[config.mk]
export PLATFORM = sky130hd
export DESIGN_NAME = trigger_pulse_multiplier
export DESIGN_NICKNAME = d
export VERILOG_FILES = /design/src/hw/rtl/tpm_pkg.sv /design/src/hw/rtl/tpm_divider.sv /design/src/hw/rtl/tpm_datapath.sv /design/src/hw/rtl/tpm_ctrl.sv /design/src/hw/rtl/trigger_pulse_multiplier.sv
export SDC_FILE = /design/constraint.sdc
export NUM_CORES = 1
export LEC_CHECK = 0
export BUFFER_PORTS_ARGS = -buffer_cell sky130_fd_sc_hd__buf_4
export CAP_MARGIN = 20
export CORE_UTILIZATION = 30
export DETAILED_ROUTE_END_ITERATION = 16
export PLACE_DENSITY = 0.54
export RECOVER_POWER = 25
export SLEW_MARGIN = 20
export SYNTH_ARGS = -nofsm -noshare
export SYNTH_HDL_FRONTEND = slang
export SYNTH_SLANG_ARGS = --single-unit
[constraint.sdc]
create_clock -name aclk -period 5.9 [get_ports aclk]
set_input_delay 0.885 -clock aclk [delete_from_list [all_inputs] [get_ports aclk]]
set_output_delay 0.885 -clock aclk [all_outputs]
set_load 0.01 [all_outputs]
[src/hw/rtl/tpm_pkg.sv]
`default_nettype none

package tpm_pkg;

    // Field and counter widths
    localparam int INTERVAL_BITS = 17;
    localparam int FACTOR_BITS   = 4;
    localparam int WIDTH_BITS    = 10;
    localparam int MAX_FACTOR    = 9;
    localparam int DIV_CNT_BITS  = $clog2(INTERVAL_BITS + 1);

    typedef logic [INTERVAL_BITS-1:0] interval_t;
    typedef logic [FACTOR_BITS-1:0]   factor_t;
    typedef logic [WIDTH_BITS-1:0]    pwidth_t;

    localparam interval_t TIME_MAX   = {INTERVAL_BITS{1'b1}};
    localparam factor_t   FACTOR_CAP = FACTOR_BITS'(MAX_FACTOR);

    // Register reset values
    localparam factor_t   FACTOR_RESET       = FACTOR_BITS'(2);
    localparam interval_t MIN_INTERVAL_RESET = INTERVAL_BITS'(1000);
    localparam interval_t MAX_INTERVAL_RESET = INTERVAL_BITS'(100000);
    localparam pwidth_t   PULSE_LEN_RESET    = WIDTH_BITS'(100);

    // Register indexes (byte address / 4)
    localparam logic [1:0] REG_FACTOR       = 2'd0;
    localparam logic [1:0] REG_MIN_INTERVAL = 2'd1;
    localparam logic [1:0] REG_MAX_INTERVAL = 2'd2;
    localparam logic [1:0] REG_PULSE_LEN    = 2'd3;

    typedef enum logic [1:0] {
        ST_IDLE,
        ST_DIV,
        ST_FINISH
    } state_t;

    typedef struct packed {
        factor_t   factor;
        interval_t min_interval;
        interval_t max_interval;
        pwidth_t   width_ticks;
    } cfg_t;

    // Controller to datapath
    typedef struct packed {
        logic tick_load;
        logic div_start;
        logic div_load;
        logic step;
    } cmd_t;

    // Datapath to controller
    typedef struct packed {
        logic need_div;
        logic div_done;
        logic out_free;
    } stat_t;

endpackage

`default_nettype wire

[src/hw/rtl/tpm_divider.sv]
`default_nettype none

module tpm_divider
    import tpm_pkg::*;
(
    input  wire logic      aclk,
    input  wire logic      aresetn,
    input  wire logic      start,
    input  wire interval_t dividend,
    input  wire factor_t   divisor,
    output logic           done,
    output interval_t      quotient
);

    interval_t                quo_reg, quo_next;
    factor_t                  rem_reg, rem_next;
    factor_t                  dsr_reg;
    logic [DIV_CNT_BITS-1:0]  cnt_reg, cnt_next;
    logic                     busy_reg, busy_next;
    logic                     done_reg, done_next;
    logic [FACTOR_BITS:0]     trial;
    logic                     ge;

    // One quotient bit per cycle, restoring
    always_comb begin
        trial    = {rem_reg, quo_reg[INTERVAL_BITS-1]};
        ge       = trial >= {1'b0, dsr_reg};
        rem_next = ge ? FACTOR_BITS'(trial - {1'b0, dsr_reg}) : trial[FACTOR_BITS-1:0];
        quo_next = {quo_reg[INTERVAL_BITS-2:0], ge};
        cnt_next = cnt_reg - 1'b1;
        busy_next = busy_reg && (cnt_reg != DIV_CNT_BITS'(1));
        done_next = busy_reg && (cnt_reg == DIV_CNT_BITS'(1));
    end

    always_ff @(posedge aclk) begin
        if (!aresetn) begin
            busy_reg <= 1'b0;
            done_reg <= 1'b0;
            cnt_reg  <= '0;
        end else if (start) begin
            busy_reg <= 1'b1;
            done_reg <= 1'b0;
            cnt_reg  <= DIV_CNT_BITS'(INTERVAL_BITS);
        end else begin
            busy_reg <= busy_next;
            done_reg <= done_next;
            if (busy_reg) begin
                cnt_reg <= cnt_next;
            end
        end
    end

    // Operand and partial result words
    always_ff @(posedge aclk) begin
        if (start) begin
            quo_reg <= dividend;
            rem_reg <= '0;
            dsr_reg <= divisor;
        end else if (busy_reg) begin
            quo_reg <= quo_next;
            rem_reg <= rem_next;
        end
    end

    assign done     = done_reg;
    assign quotient = quo_reg;

endmodule

`default_nettype wire

[src/hw/rtl/tpm_datapath.sv]
`default_nettype none

module tpm_datapath
    import tpm_pkg::*;
(
    input  wire logic aclk,
    input  wire logic aresetn,
    input  wire cfg_t cfg,
    input  wire cmd_t cmd,
    output stat_t     stat,
    input  wire logic edge_seen,
    output logic      out_valid,
    input  wire logic out_ready,
    output logic      pulse_level,
    output logic      train_busy
);

    interval_t tsa_reg;
    logic      held_flag_reg;
    interval_t held_int_reg;
    interval_t held_age_reg;
    factor_t   pulses_reg, pulses_next;
    interval_t phase_reg, phase_next;
    interval_t gap_reg;
    logic      high_reg, high_next;
    logic      out_valid_reg;
    logic      level_reg, level_next;
    logic      busy_reg, busy_next;

    interval_t tsa_inc, age_inc, int1, age1, capped, width_ext, share, gap_calc, ph;
    logic      flag1, take, accepted;
    factor_t   fac_cap;
    pwidth_t   width_now;
    logic      div_done;

    // Tick front end: time counters, held edge and acceptance test
    always_comb begin
        tsa_inc  = (tsa_reg == TIME_MAX) ? tsa_reg : tsa_reg + 1'b1;
        age_inc  = held_flag_reg ? ((held_age_reg == TIME_MAX) ? held_age_reg
                                                               : held_age_reg + 1'b1)
                                 : held_age_reg;
        flag1    = held_flag_reg || edge_seen;
        int1     = edge_seen ? tsa_inc : held_int_reg;
        age1     = edge_seen ? '0 : age_inc;
        take     = (pulses_reg == '0) && flag1;
        accepted = take && (int1 >= cfg.min_interval);
        capped   = (int1 > cfg.max_interval) ? cfg.max_interval : int1;
        fac_cap  = (cfg.factor > FACTOR_CAP) ? FACTOR_CAP : cfg.factor;
        width_now = (cfg.width_ticks == '0) ? WIDTH_BITS'(1) : cfg.width_ticks;
        width_ext = INTERVAL_BITS'(width_now);
    end

    tpm_divider u_div (
        .aclk     (aclk),
        .aresetn  (aresetn),
        .start    (cmd.div_start),
        .dividend (capped),
        .divisor  (fac_cap),
        .done     (div_done),
        .quotient (share)
    );

    assign gap_calc = (share > width_ext) ? share - width_ext : '0;

    // Train step for one tick
    always_comb begin
        pulses_next = pulses_reg;
        phase_next  = phase_reg;
        high_next   = high_reg;
        level_next  = 1'b0;
        busy_next   = 1'b0;
        ph          = (phase_reg == '0) ? INTERVAL_BITS'(1) : phase_reg;
        if (pulses_reg != '0) begin
            busy_next = 1'b1;
            ph        = ph - 1'b1;
            phase_next = ph;
            if (high_reg) begin
                level_next = 1'b1;
                if (ph == '0) begin
                    pulses_next = pulses_reg - 1'b1;
                    if (pulses_reg == FACTOR_BITS'(1)) begin
                        high_next = 1'b0;
                    end else if (gap_reg != '0) begin
                        high_next  = 1'b0;
                        phase_next = gap_reg;
                    end else begin
                        phase_next = width_ext;
                    end
                end
            end else if (ph == '0) begin
                high_next  = 1'b1;
                phase_next = width_ext;
            end
        end
    end

    // State registers
    always_ff @(posedge aclk) begin
        if (!aresetn) begin
            tsa_reg       <= '0;
            held_flag_reg <= 1'b0;
            held_int_reg  <= '0;
            held_age_reg  <= '0;
            pulses_reg    <= '0;
            phase_reg     <= '0;
            gap_reg       <= '0;
            high_reg      <= 1'b0;
        end else begin
            if (cmd.tick_load) begin
                tsa_reg       <= accepted ? age1 : tsa_inc;
                held_flag_reg <= take ? 1'b0 : flag1;
                held_int_reg  <= int1;
                held_age_reg  <= age1;
            end
            if (cmd.div_load) begin
                gap_reg    <= gap_calc;
                pulses_reg <= fac_cap;
                high_reg   <= 1'b1;
                phase_reg  <= width_ext;
            end
            if (cmd.step) begin
                pulses_reg <= pulses_next;
                phase_reg  <= phase_next;
                high_reg   <= high_next;
            end
        end
    end

    // Output word register
    always_ff @(posedge aclk) begin
        if (!aresetn) begin
            out_valid_reg <= 1'b0;
        end else if (cmd.step) begin
            out_valid_reg <= 1'b1;
        end else if (out_ready) begin
            out_valid_reg <= 1'b0;
        end
    end

    always_ff @(posedge aclk) begin
        if (cmd.step) begin
            level_reg <= level_next;
            busy_reg  <= busy_next;
        end
    end

    assign stat.need_div = accepted && (fac_cap != '0);
    assign stat.div_done = div_done;
    assign stat.out_free = !out_valid_reg || out_ready;
    assign out_valid     = out_valid_reg;
    assign pulse_level   = level_reg;
    assign train_busy    = busy_reg;

endmodule

`default_nettype wire

[src/hw/rtl/tpm_ctrl.sv]
`default_nettype none

module tpm_ctrl
    import tpm_pkg::*;
(
    input  wire logic  aclk,
    input  wire logic  aresetn,
    input  wire logic  in_valid,
    output logic       in_ready,
    input  wire stat_t stat,
    output cmd_t       cmd
);

    state_t state_reg, state_next;

    always_ff @(posedge aclk) begin
        if (!aresetn) begin
            state_reg <= ST_IDLE;
        end else begin
            state_reg <= state_next;
        end
    end

    // Sequencer: take tick, divide if a train starts, then step and emit
    always_comb begin
        state_next = state_reg;
        cmd        = '0;
        in_ready   = 1'b0;
        unique case (state_reg)
            ST_IDLE: begin
                in_ready = 1'b1;
                if (in_valid) begin
                    cmd.tick_load = 1'b1;
                    if (stat.need_div) begin
                        cmd.div_start = 1'b1;
                        state_next    = ST_DIV;
                    end else begin
                        state_next = ST_FINISH;
                    end
                end
            end
            ST_DIV: begin
                if (stat.div_done) begin
                    cmd.div_load = 1'b1;
                    state_next   = ST_FINISH;
                end
            end
            ST_FINISH: begin
                if (stat.out_free) begin
                    cmd.step   = 1'b1;
                    state_next = ST_IDLE;
                end
            end
            default: begin
                state_next = ST_IDLE;
            end
        endcase
    end

endmodule

`default_nettype wire

[src/hw/rtl/trigger_pulse_multiplier.sv]
`default_nettype none

// Trigger pulse multiplier. Each input word is one microsecond tick carrying
// a trigger edge flag; each tick gives exactly one output word with the pulse
// line level and a train-busy flag. An accepted edge starts a train of
// multiply_factor pulses spread over the capped interval since the previous
// accepted edge. A tick that starts no train is accepted, then stepped; a
// tick that starts a train is accepted, then waits for the bit-serial
// interval divider (one quotient bit per cycle), then is loaded and stepped.
// The next tick is taken once the current one has stepped;
// the output register lets that tick be taken while the sink holds a word,
// its step then waits for the sink. Registers
// sit on the APB port at 0x0 factor, 0x4 min interval, 0x8 max interval,
// 0xC pulse width, and should be written only while the block is idle.
module trigger_pulse_multiplier
    import tpm_pkg::*;
(
    input  wire logic        aclk,
    input  wire logic        aresetn,
    // Input ticks
    input  wire logic        s_tvalid,
    output logic             s_tready,
    input  wire logic [7:0]  s_tdata,   // [0] edge_seen
    // Output words
    output logic             m_tvalid,
    input  wire logic        m_tready,
    output logic [7:0]       m_tdata,   // [0] pulse_level, [1] train_busy
    // Configuration
    input  wire logic        psel,
    input  wire logic        penable,
    input  wire logic        pwrite,
    input  wire logic [3:0]  paddr,
    input  wire logic [31:0] pwdata,
    output logic [31:0]      prdata,
    output logic             pready
);

    cfg_t  cfg_reg;
    cmd_t  cmd;
    stat_t stat;
    logic  cfg_wr;
    logic  level, busy;

    // Register file
    assign cfg_wr = psel && penable && pwrite && pready;

    always_ff @(posedge aclk) begin
        if (!aresetn) begin
            cfg_reg.factor       <= FACTOR_RESET;
            cfg_reg.min_interval <= MIN_INTERVAL_RESET;
            cfg_reg.max_interval <= MAX_INTERVAL_RESET;
            cfg_reg.width_ticks  <= PULSE_LEN_RESET;
        end else if (cfg_wr) begin
            unique case (paddr[3:2])
                REG_FACTOR:       cfg_reg.factor       <= pwdata[FACTOR_BITS-1:0];
                REG_MIN_INTERVAL: cfg_reg.min_interval <= pwdata[INTERVAL_BITS-1:0];
                REG_MAX_INTERVAL: cfg_reg.max_interval <= pwdata[INTERVAL_BITS-1:0];
                REG_PULSE_LEN:    cfg_reg.width_ticks  <= pwdata[WIDTH_BITS-1:0];
                default: ;
            endcase
        end
    end

    // Read back
    always_comb begin
        unique case (paddr[3:2])
            REG_FACTOR:       prdata = 32'(cfg_reg.factor);
            REG_MIN_INTERVAL: prdata = 32'(cfg_reg.min_interval);
            REG_MAX_INTERVAL: prdata = 32'(cfg_reg.max_interval);
            REG_PULSE_LEN:    prdata = 32'(cfg_reg.width_ticks);
            default:          prdata = '0;
        endcase
    end

    assign pready = 1'b1;

    tpm_ctrl u_ctrl (
        .aclk     (aclk),
        .aresetn  (aresetn),
        .in_valid (s_tvalid),
        .in_ready (s_tready),
        .stat     (stat),
        .cmd      (cmd)
    );

    tpm_datapath u_dp (
        .aclk        (aclk),
        .aresetn     (aresetn),
        .cfg         (cfg_reg),
        .cmd         (cmd),
        .stat        (stat),
        .edge_seen   (s_tdata[0]),
        .out_valid   (m_tvalid),
        .out_ready   (m_tready),
        .pulse_level (level),
        .train_busy  (busy)
    );

    assign m_tdata = {6'b0, busy, level};

endmodule

`default_nettype wire

Word-level counts from Yosys, hierarchy flattened
Cells that the tools add are included.

cells by class
  add/subtract/negate cells = 7
  bitwise operators = 1
  equality and inequality tests = 16
  $lt $le $gt $ge = 5
  reduce and logical (&&, ||, !) cells = 30
  muxes and demuxes = 57

operators with widths
  operator                                            number
  2-to-1 mux 17 bit                                   19
  case mux 32 bit (4 select lines)                    1
  adder 17 x 1 -> 17 bit, second input constant       2
  == test 17 bit, second input constant               2
  zero test 17 bit                                    2
  2-to-1 mux 4 bit                                    7
  2-to-1 mux 1 bit                                    20
  greater-or-equal comparator 17 bit                  1
  > comparator 17 x 10 -> 1 bit                       1
  > comparator 17 bit                                 1
  nonzero test 17 bit                                 1
  subtractor 17 x 1 -> 17 bit, second input constant  1
  subtractor 17 x 10 -> 17 bit                        1
  2-to-1 mux 2 bit                                    6
  zero test 10 bit                                    1
  2-to-1 mux 10 bit                                   1
  2-to-1 mux 5 bit                                    2
  AND reduction 2 bit                                 5
  != test 2 x 1 -> 1 bit, second input constant       4
  nonzero test 4 bit                                  2
  logical AND 1 bit                                   7
  == test 2 bit, second input constant                3
  case mux 2 bit (3 select lines)                     1
  nonzero test 2 bit                                  3
  18 further kinds                                    22

storage, ports and cells
  register bits = 176
  logic and storage cells = 139
  output and inout port bits = 43

Longest topological paths before layout
Gate-level depths: netlist (run 1).

  depth in word-level cells = 10
  gate-level depth with buffers = 19
  gate-level depth less buffers = 17

By module
Synthesis (run 1) repeated with hierarchy kept, for this count alone.

unflattened totals
  cells, all modules = 1,348
  area total of the unflattened synthesis = 11,229.5 um^2

by module, submodules not included
  module                    sequential area each (um^2)  cells each  instances  area an instance (um^2)
  tpm_datapath              1,901.8                      961         1          7,211.9
  trigger_pulse_multiplier  960.9                        259         1          2,424.8
  tpm_divider               850.8                        111         1          1,467.7
  tpm_ctrl                  40.0                         17          1          125.1

Least setup slack after synthesis (run 1)
Ideal clock, no wire load.

  path type = register to register
  start point = register u_dp.tsa_reg[0]
  end point = register u_dp.u_div.quo_reg[13] (netlist: u_dp.u_div.quotient[13]) (data pin)
  stages on the path, launching flop included = 19
  arrival = 3,950 ps
  required time = 5,623 ps
  buffers on the path = 2
  setup time = 277 ps
  period minus slack after synthesis = 4,226 ps
  path slack = 1,674 ps
  cells stage by stage = dfxtp_1 ha_1 nand3_1 nor4_1 and3_1 clkbuf_1 or4_1 xor2_1 a21oi_1 ha_1 a21o_1 a21oi_1 a21oi_1 o21ai_0 and4b_1 nor2_1 buf_2 mux2i_1 a21oi_1

between the ends
  cells in the longest elaborated chain, start to end = 10
  elaborated cells between the ends (all ways) = 13
  classes of those cells = add/sub (1); order compare (2); eq/ne (1); mux (7); reduce/logical (2)

RTL lines
  element                                                          RTL line             text
  start, declared                                                  tpm_datapath.sv:18   interval_t tsa_reg;
  start signal, assigned                                           tpm_datapath.sv:110  tsa_reg <= accepted ? age1 : tsa_inc;
  adder 17 x 1 -> 17 bit / == test 17 bit (equally long branches)  tpm_datapath.sv:38   tsa_inc = (tsa_reg == TIME_MAX) ? tsa_reg : tsa_reg + 1'b1;
  2-to-1 mux 17 bit (*)                                            tpm_datapath.sv:38
  2-to-1 mux 17 bit (*)                                            tpm_datapath.sv:43   int1 = edge_seen ? tsa_inc : held_int_reg;
  named net u_dp.int1[7]                                           tpm_datapath.sv:30   interval_t tsa_inc, age_inc, int1, age1, capped, width_ext, share, gap_calc, ph;
  greater-or-equal comparator 17 bit                               tpm_datapath.sv:46   accepted = take && (int1 >= cfg.min_interval);
  logical AND 1 bit                                                tpm_datapath.sv:46
  logical AND 1 bit                                                tpm_datapath.sv:147  assign stat.need_div = accepted && (fac_cap != '0);
  2-to-1 mux 1 bit                                                 tpm_ctrl.sv:34       if (stat.need_div) begin
  2-to-1 mux 2 bit                                                 tpm_ctrl.sv:32       if (in_valid) begin
  2-to-1 mux 2 bit                                                 tpm_ctrl.sv:29       unique case (state_reg)
  2-to-1 mux 17 bit (*)                                            tpm_divider.sv:55    if (start) begin
  end signal, assigned                                             tpm_divider.sv:56    quo_reg <= dividend;
  end signal, assigned                                             tpm_divider.sv:60    quo_reg <= quo_next;
  end, declared                                                    tpm_divider.sv:15    interval_t quo_reg, quo_next;

Mark *: on every way through the listed nets, which the timed path passes. The rest lies on a longest branch.
A chain may end at the register's enable or synchronous reset.

Final worst setup path (run 1)
  start point = register u_dp.tsa_reg[0]
  end point = register u_dp.u_div.quo_reg[1] (netlist: u_dp.u_div.quotient[1]) (data pin)

Same word-level chain as after synthesis.

==> impl_metrics.ini, run 1 <==
[sta]
max_slew_margin_pct = -84.04
post-route-period-util_pct = 87.30
period_minus_slack_ps = 5151
tightest_slew_ps = 2761
clock_skew_ps = 13.38
fmax_ghz = 0.1941
setup_viol = 0
hold_viol_final = 0
hold-worst-slack_ps = 455.3
final-max-slew-violation-count = 50
rsz0062_at_grt = no
fin_tns_setup_ps = 0

[global_routing]
grt_max_degree = 87
antenna_found_initial = 0
grt_pass1_vias = 9234
grt_use_total_pct = 17.75
globalRouteOverflowTotal = 0
grt_pass1_wl_mm = 51.92

[clock_network]
root_buffer = clkbuf_16
cts_resized = 0
cts_made_buffers = 17
post_cts_buffers = 0
ctsHoldBuffers = 0
cts_buffer_depth = 2
htree_num_levels = 4
cts_tree = done
clock_latency_ps = 440
clkTransAtPathRegs_ps = 70
clock_sinks = 176

[routing]
vias = 9929
drt_wl_total_mm = 32.31
drtIter0Drc = 841
drc = 0
drtAntennaViolNets = 0
dr.pass1.iters = 5
avgRoutedWirePerCell_um = 17.16
viasPerCell = 5.273

[synthesis]
synth_warnings = 0
synthMuxAreaShare_pct = 4.432
ys_seq_elements = 176
synth_top_family_by_area = simple AND/OR/NAND/NOR gates
synthXorXnorAreaFrac_pct = 3.918
netlist_area_um2 = 10950
synth_edf_count = 23
synth_cell_types = 78
syn_inst = 1402
synth-compound-area-share_pct = 19.73
synthAdderAreaFrac_pct = 6.763
ys_seq_area_share_pct = 34.27
ys_async_sr_fraction_pct = 0
synthFlopType = dfxtp_1
synth-simple-area-share_pct = 24.08
syn_area_per_cell_um2 = 7.812

[power_and_ir_drop]
sw_frac_of_total_pct = 30.20
pwr-share-seq_pct = 42.9
internal_power_w = 0.002189
vdd_drop_max_uv = 191.0
pwr-share-clk_pct = 38.2
switching_power_w = 0.0009472
power_density_nw_per_um2 = 256.3
leakagePower_nw = 4.638
combPwrFrac_pct = 18.9

[flow_run]
max-cap-violations = 1

[worst_setup_path]
rr_startpoint = u_dp.tsa_reg[0]
start_kind = flop
crit_arrival_ps = 5330
crit_path_end_kind = flop
cp-startpoint = u_dp.tsa_reg[0]
critPathRequiredTime_ps = 6080
crit_type = flop to flop
cp_max_fo = 9

[cells_and_area]
layout.cells.non_filler = 1883
largest_reg_flops = 48
area_growth_pct = 11.70
mostFrequentLayoutCell = nand2_1
mostFrequentLayoutCells = nand2_1, dfxtp_1, a21oi_1
drive_gt1_share_pct = 8.861
final_nets = 1518
n_fill_cell = 3841
antenna_cells = 0

[run_status]
violations = max-capacitance violations, max-slew violations
status = finished with violations

[worst_hold_path]
hold_path.class = flop to flop
hp-start = u_dp.held_int_reg[13]

[placed_design]
finalWeightedCongestion = 0.8507
io_buffers = 47
dp_hpwl_mm = 24.03
dp.cells = 1851

[floorplan]
rows = 69
io_pins = 94
dieArea_um2 = 37280
core_um2 = 35740
die_x_um = 193.1
die_h_um = 193.1
initial_core_util_pct = 30.64
## kinds of logic after synthesis
logic type / Yosys count
simple gates: 556
compound gates: 348
flops: 176
buf+inv: 170
fa+ha+maj: 58
xor+xnor: 49
mux: 43
other cells: 2
## cell usage after synthesis (4+ instances only)
master | count | share of area, %
o21ai_1 | 6 | 0.27
o21a_1 | 10 | 0.69
xor2_1 | 23 | 1.8
o21ai_0 | 68 | 3.1
inv_1 | 70 | 2.4
nor3_1 | 34 | 1.6
dfxtp_1 | 153 | 28
and3_1 | 11 | 0.63
a22oi_1 | 9 | 0.62
and2_1 | 8 | 0.46
a22o_1 | 14 | 1.1
o211ai_1 | 18 | 1.2
buf_4 | 24 | 1.6
or2_2 | 6 | 0.34
nor4_1 | 17 | 0.97
buf_1 | 6 | 0.21
or3_1 | 9 | 0.51
clkbuf_1 | 67 | 2.3
o22ai_1 | 9 | 0.51
a21o_1 | 15 | 1.0
edfxtp_1 | 23 | 6.3
ha_1 | 56 | 6.4
a211oi_1 | 11 | 0.75
a21oi_1 | 130 | 5.9
mux4_2 | 4 | 0.82
nor2b_1 | 18 | 1.0
a32oi_1 | 5 | 0.40
nand4_1 | 29 | 1.7
nand3_1 | 33 | 1.5
nand2b_1 | 12 | 0.69
o31ai_1 | 7 | 0.48
nand2_1 | 235 | 8.1
nor2_1 | 113 | 3.9
mux2i_1 | 38 | 3.5
or4_1 | 5 | 0.34
xnor2_1 | 26 | 2.1
a31oi_1 | 14 | 0.80
and4_1 | 5 | 0.40
## worst max-delay path: stages (launching register included)
cell and delay (ps):
dfxtp_1 450, ha_1 210, nand3_1 160, nor4_1 600, and3_1 460, or4_1 240
xor2_1 220, a21oi_1 170, buf_4 220, ha_1 290, a21o_1 110, a21oi_1 70
a21oi_1 120, o21ai_0 100, and4b_1 230, nor2_2 490, buf_4 310, mux2i_1 340
a21oi_1 110
## final cells by class
class / count / area, um2 / area share (%)
tap: 461 / 576.8 / 4.715
inverter: 70 / 262.8 / 2.148
multi-input combinational: 1076 / 6541 / 53.47
timing repair buffer: 68 / 491.7 / 4.019
clock inverter: 14 / 178.9 / 1.462
sequential: 176 / 3754 / 30.68
clock buffer: 18 / 429.2 / 3.508
## final timing paths
kind,endpoint,slack [ps],cells after the start
worst max-delay path,u_dp.u_div.quotient[1],750,18
worst min-delay path,u_dp.held_int_reg[13],460,2
worst max register to register,u_dp.u_div.quotient[1],750,18
worst min register to register,u_dp.held_int_reg[13],460,2
## power by group through the flow
stage / sequential [W] / clock [W] / combinational [W]
2_1_floorplan: 0.00135 / 0 / 0.000435
3_3_place_gp: 0.00137 / 0 / 0.000583
3_5_place_dp: 0.00137 / 0 / 0.000593
4_1_cts: 0.00135 / 0.00122 / 0.000597
5_1_grt: 0.00136 / 0.00128 / 0.000667
6_report: 0.00135 / 0.00120 / 0.000592
## per-layer routing
layer	part of all wire, %	vias to the layer above	GRT usage [%]
met5	0	-	0
met4	1.0	0	3.546
met3	4.4	24	2.769
met2	48	233	29.68
met1	47	4744	24.07
li1	-	4928	-
## stage by stage
| stage | utilization, % | worst slack (ps) | power, W | area [um2] |
|---|---|---|---|---|
| floorplan | - | 1674 | 0.001788 | 11030 |
| global placement | 32.57 | 911.1 | 0.001955 | 11640 |
| detailed placement | 32.58 | 885.8 | 0.001966 | 11640 |
| CTS | 34.28 | 862.9 | 0.003162 | 12250 |
| global route | 34.23 | 356.0 | 0.003297 | 12230 |
| finish | 34.23 | 749.1 | 0.003136 | 12230 |
No activity file was read; power rests on OpenSTA's default activity.
==> run 2: changes to the inputs <==
Settings changed: CORE_UTILIZATION 30 to 50, PLACE_DENSITY 0.54 to 0.77.
==> run 2 against run 1 <==
Compared with the run above: the flow still finishes with violations (max-capacitance violations, max-slew violations); via count increased by 1.5%; largest power group unchanged; global-route usage increased by 9.2 points; non-clock buffer count decreased by 5.
==> impl_metrics.ini, run 2 (synthesis gave the netlist of run 1 again) <==
[worst_setup_path]
cp_max_fo = 24
crit_arrival_ps = 5520
reg2reg_depth = 16
crit_path_end_kind = flop
crit_type = flop to flop
r2r_setup_slack_ps = 520
regToRegEndpoint = u_dp.u_div.quotient[4]
rr_startpoint = u_dp.tsa_reg[0]
critPathRequiredTime_ps = 6040
start_kind = flop

[cells_and_area]
finish.utilization_pct = 56.16
drive_gt1_share_pct = 8.263
mostFrequentLayoutCells = nand2_1, dfxtp_1, a21oi_1
largest_reg_flops = 48
final_nets = 1513
antenna_cells = 0
area_growth_pct = 8.796
mostFrequentLayoutCell = nand2_1

[sta]
max_slew_margin_pct = -172.9
clock_skew_ps = 9.941
rsz0062_at_grt = no
setup_viol = 0
tightest_slew_ps = 4094
final-max-slew-violation-count = 87
fmax_ghz = 0.1858
fin_ws_ps = 517.4
post-route-period-util_pct = 91.23
fin_tns_setup_ps = 0
hold_viol_final = 0
period_minus_slack_ps = 5383

[global_routing]
antenna_found_initial = 0
grt_use_total_pct = 26.98
grt_pass1_wl_mm = 47.42
grt_max_degree = 87
grt_pass1_vias = 9324
globalRouteOverflowTotal = 0

[power_and_ir_drop]
power_density_nw_per_um2 = 253.7
pwr-share-seq_pct = 44.6
sw_frac_of_total_pct = 29.60
switching_power_w = 0.0008948
vdd_drop_max_uv = 185.8
pwr-share-clk_pct = 36.3
internal_power_w = 0.002128
leakagePower_nw = 4.594
combPwrFrac_pct = 19.1

[floorplan]
dieArea_um2 = 22500
initial_core_util_pct = 51.62
core_um2 = 21220
die_x_um = 150.0
rows = 53
die_h_um = 150.0
io_pins = 94

[clock_network]
cts_buffer_depth = 2
htree_num_levels = 4
clock_latency_ps = 430
root_buffer = clkbuf_16
post_cts_buffers = 0
ctsHoldBuffers = 0
cts_tree = done
clock_sinks = 176
clkTransAtPathRegs_ps = 60
cts_resized = 0
cts_made_buffers = 17

[worst_hold_path]
whs_path_depth = 2
hp-start = u_dp.held_int_reg[4]
holdPathEnd = u_dp.held_int_reg[4]
hold_path.class = flop to flop

[routing]
drtIter0Drc = 791
avgRoutedWirePerCell_um = 17.59
drtAntennaViolNets = 0
drt_wl_total_mm = 29.75
dr.pass1.iters = 6
drc = 0
viasPerCell = 5.960
vias = 10080

[placed_design]
io_buffers = 47
dp_hpwl_mm = 21.57
finalWeightedCongestion = 0.9374
pre_cts_ws_ps = 615.0

[run_status]
violations = max-capacitance violations, max-slew violations
status = finished with violations

[flow_run]
max-cap-violations = 1
-- run 2: cell types whose count changed in the layout (fill, tap and decap cells not counted), moves of 2 or more --
cell,previous run,this run
buf_4,62,55
clkbuf_1,6,8
inv_6,3,1
clkinv_2,1,3
clkbuf_8,0,5
bufinv_16,3,0
-- run 2: worst max-delay path by stage --
stage	startpoint	end	slack [ps]	cells after the start
after floorplan	u_dp.tsa_reg[0]	u_dp.u_div.quotient[13]	1670	18
after global placement	u_dp.tsa_reg[0]	u_dp.u_div.quotient[9]	800	16
after detailed placement	u_dp.tsa_reg[0]	u_dp.u_div.quotient[9]	620	16
after CTS	u_dp.tsa_reg[0]	u_dp.u_div.quotient[4]	610	16
after global routing	u_dp.tsa_reg[0]	u_dp.u_div.quotient[1]	140	16
final	u_dp.tsa_reg[0]	u_dp.u_div.quotient[4]	520	16
-- run 2: cell type report --
cell class | instances | area (um2)
repair buffers | 63 | 446.7
fillers | 1982 | 9304
clock buffers | 24 | 523.0
inverters | 70 | 262.8
flip-flops and latches | 176 | 3754
multi-input cells | 1076 | 6539
clock inverters | 7 | 47.55
well taps | 275 | 344.1
-- run 2: critical path: stages (launching register included) --
cell and delay (ps):
dfxtp_1 460, ha_1 210, nand3_1 160, nor4_1 530, nand3_1 390, nand2_1 240, xor2_1 110, a21oi_1 330
ha_1 330, o21a_1 110, o21ai_0 200, a21oi_1 130, o41a_1 500, o211ai_1 510, inv_1 540, nor2_1 260
a21oi_1 70
-- run 2: through the flow --
stage	hold slack (ps)	instances	instance area (um2)	power [W]
5_1_grt	482.3	1691	11920	0.003159
4_1_cts	456.4	1691	11940	0.003028
6_report	454.9	1691	11920	0.003023
2_1_floorplan	431.8	1422	11030	0.001788
3_5_place_dp	447.5	1660	11370	0.001944
3_3_place_gp	442.0	1660	11370	0.001927
-- run 2: power by group through the flow --
stage               Combinational [W]  Clock (W)  Sequential [W]
floorplan                    0.000435          0         0.00135
global placement             0.000556          0         0.00137
detailed placement           0.000571          0         0.00137
CTS                          0.000576    0.00111         0.00135
global route                 0.000641    0.00116         0.00136
finish                       0.000578    0.00110         0.00135
-- run 2: metal layers --
metal	routed length (um)	global-route usage, %	vias to the layer above
met2	14330	45.60	396
met3	1855	4.360	64
li1	-	-	4928
met4	875	10.71	0
met1	12690	34.14	4690
met5	0	0	-
==> run 3: changes to the inputs <==
Settings changed: CORE_ASPECT_RATIO set to 1.5.
==> run 3 against run 2 <==
Compared with the run above: the flow still finishes with violations (max-capacitance violations, max-slew violations); sequential share of layout area about the same; final cell count shrank 0.18%; total power down 0.33%; critical endpoint is now u_dp.u_div.quotient[15]; largest cell class unchanged; highest routed layer unchanged.
==> impl_metrics.ini, run 3 (synthesis gave the netlist of run 1 again) <==
[run_status]
status = finished with violations
violations = max-capacitance violations, max-slew violations

[worst_setup_path]
crit_type = flop to flop
start_kind = flop
crit_path_end_kind = flop
critPathRequiredTime_ps = 6100
cp_max_fo = 12
crit_arrival_ps = 5380

[cells_and_area]
seq_area_um2 = 3754
mostFrequentLayoutCell = nand2_1
fin_area_um2 = 11900
largest_reg_flops = 48
antenna_cells = 0
n_fill_cell = 1982
area_growth_pct = 8.648
multi_input_area_um2 = 6539
drive_gt1_share_pct = 8.404
mostFrequentLayoutCells = nand2_1, dfxtp_1, a21oi_1
layout.cells.non_filler = 1688
final_nets = 1512

[sta]
tightest_slew_ps = 2598
hold-worst-slack_ps = 455.0
final-max-slew-violation-count = 50
fmax_ghz = 0.1929
hold_viol_final = 0
period_minus_slack_ps = 5184
rsz0062_at_grt = no
setup_viol = 0
fin_tns_setup_ps = 0
post-route-period-util_pct = 87.86
max_slew_margin_pct = -73.17
clock_skew_ps = 11.52

[clock_network]
cts_resized = 0
clkTransAtPathRegs_ps = 70
root_buffer = clkbuf_16
htree_num_levels = 4
cts_buffer_depth = 2
cts_tree = done
clock_latency_ps = 450
ctsHoldBuffers = 0
cts_made_buffers = 17
post_cts_buffers = 0
clock_sinks = 176

[routing]
dr.pass1.iters = 6
avgRoutedWirePerCell_um = 18.17
vias = 10120
drtAntennaViolNets = 0
drc = 0
drt_wl_total_mm = 30.68
drtIter0Drc = 668
viasPerCell = 5.996

[floorplan]
core_um2 = 21550
dieArea_um2 = 22510
initial_core_util_pct = 50.82
die_x_um = 122.8
die_h_um = 183.3
rows = 66
io_pins = 94

[flow_run]
max-cap-violations = 1

[placed_design]
dp.cells = 1656
io_buffers = 47
dp_hpwl_mm = 22.81
finalWeightedCongestion = 1.001
dpl_cell_area_um2 = 11360

[global_routing]
grt_use_total_pct = 28.16
grt_pass1_wl_mm = 48.90
grt_max_degree = 87
grt_pass1_vias = 9948
globalRouteOverflowTotal = 0
antenna_found_initial = 0

[power_and_ir_drop]
vdd_drop_max_uv = 207.3
leakagePower_nw = 4.580
power_density_nw_per_um2 = 253.2

[worst_hold_path]
hold_path.class = flop to flop
[run 3: final cells by class]
type | count | area share (%)
sequential | 176 | 31.54
clock buffer | 18 | 3.785
clock inverter | 14 | 0.8727
timing repair buffer | 62 | 3.785
multi-input combinational | 1076 | 54.95
inverter | 70 | 2.208
tap | 272 | 2.860
[run 3: critical path: stages (launching register included)]
cell and delay, ps:
dfxtp_1 440, ha_1 230, nand3_1 190, nor4_1 590, nand3_1 410, nand4_1 270
xnor2_1 110, a21oi_1 400, ha_1 320, nand4_1 160, nor2_1 90, o21ai_0 70
a21oi_1 80, o41a_1 520, o211ai_1 530, inv_1 140, buf_4 210, nor2_1 120
a21oi_1 50
[run 3: per-layer routing]
| metal | GRT usage, % | part of all wire, % |
|---|---|---|
| met5 | 0 | 0 |
| met4 | 21.46 | 7.7 |
| met3 | 5.784 | 4.4 |
| met2 | 51.35 | 52 |
| met1 | 27.11 | 35 |
[run 3: per-stage QoR]
stage               setup slack, ps  utilization [%]  total power, W
finish                        716.5            55.21        0.003013
global route                  295.9            55.21        0.003145
CTS                           767.7            55.30        0.003020
detailed placement            800.1            52.73        0.001951
global placement              897.3            52.68        0.001931
floorplan                      1674                -        0.001788
[run 3: power by group]
| group | internal, W | switching, W |
|---|---|---|
| registers | 0.00129 | 0.0000580 |
| clock network | 0.000567 | 0.000514 |
| logic | 0.000223 | 0.000363 |
| total | 0.00208 | 0.000935 |
[run 3: path summary, 6_finish.rpt]
path / from / end / slack, ps / cells past startpoint
worst max register to register: u_dp.tsa_reg[0] / u_dp.u_div.quotient[15] / 720 / 18
worst min register to register: u_dp.held_int_reg[12] / u_dp.held_int_reg[12] / 450 / 2
worst min-delay path: u_dp.held_int_reg[12] / u_dp.held_int_reg[12] / 450 / 2
worst max-delay path: u_dp.tsa_reg[0] / u_dp.u_div.quotient[15] / 720 / 18
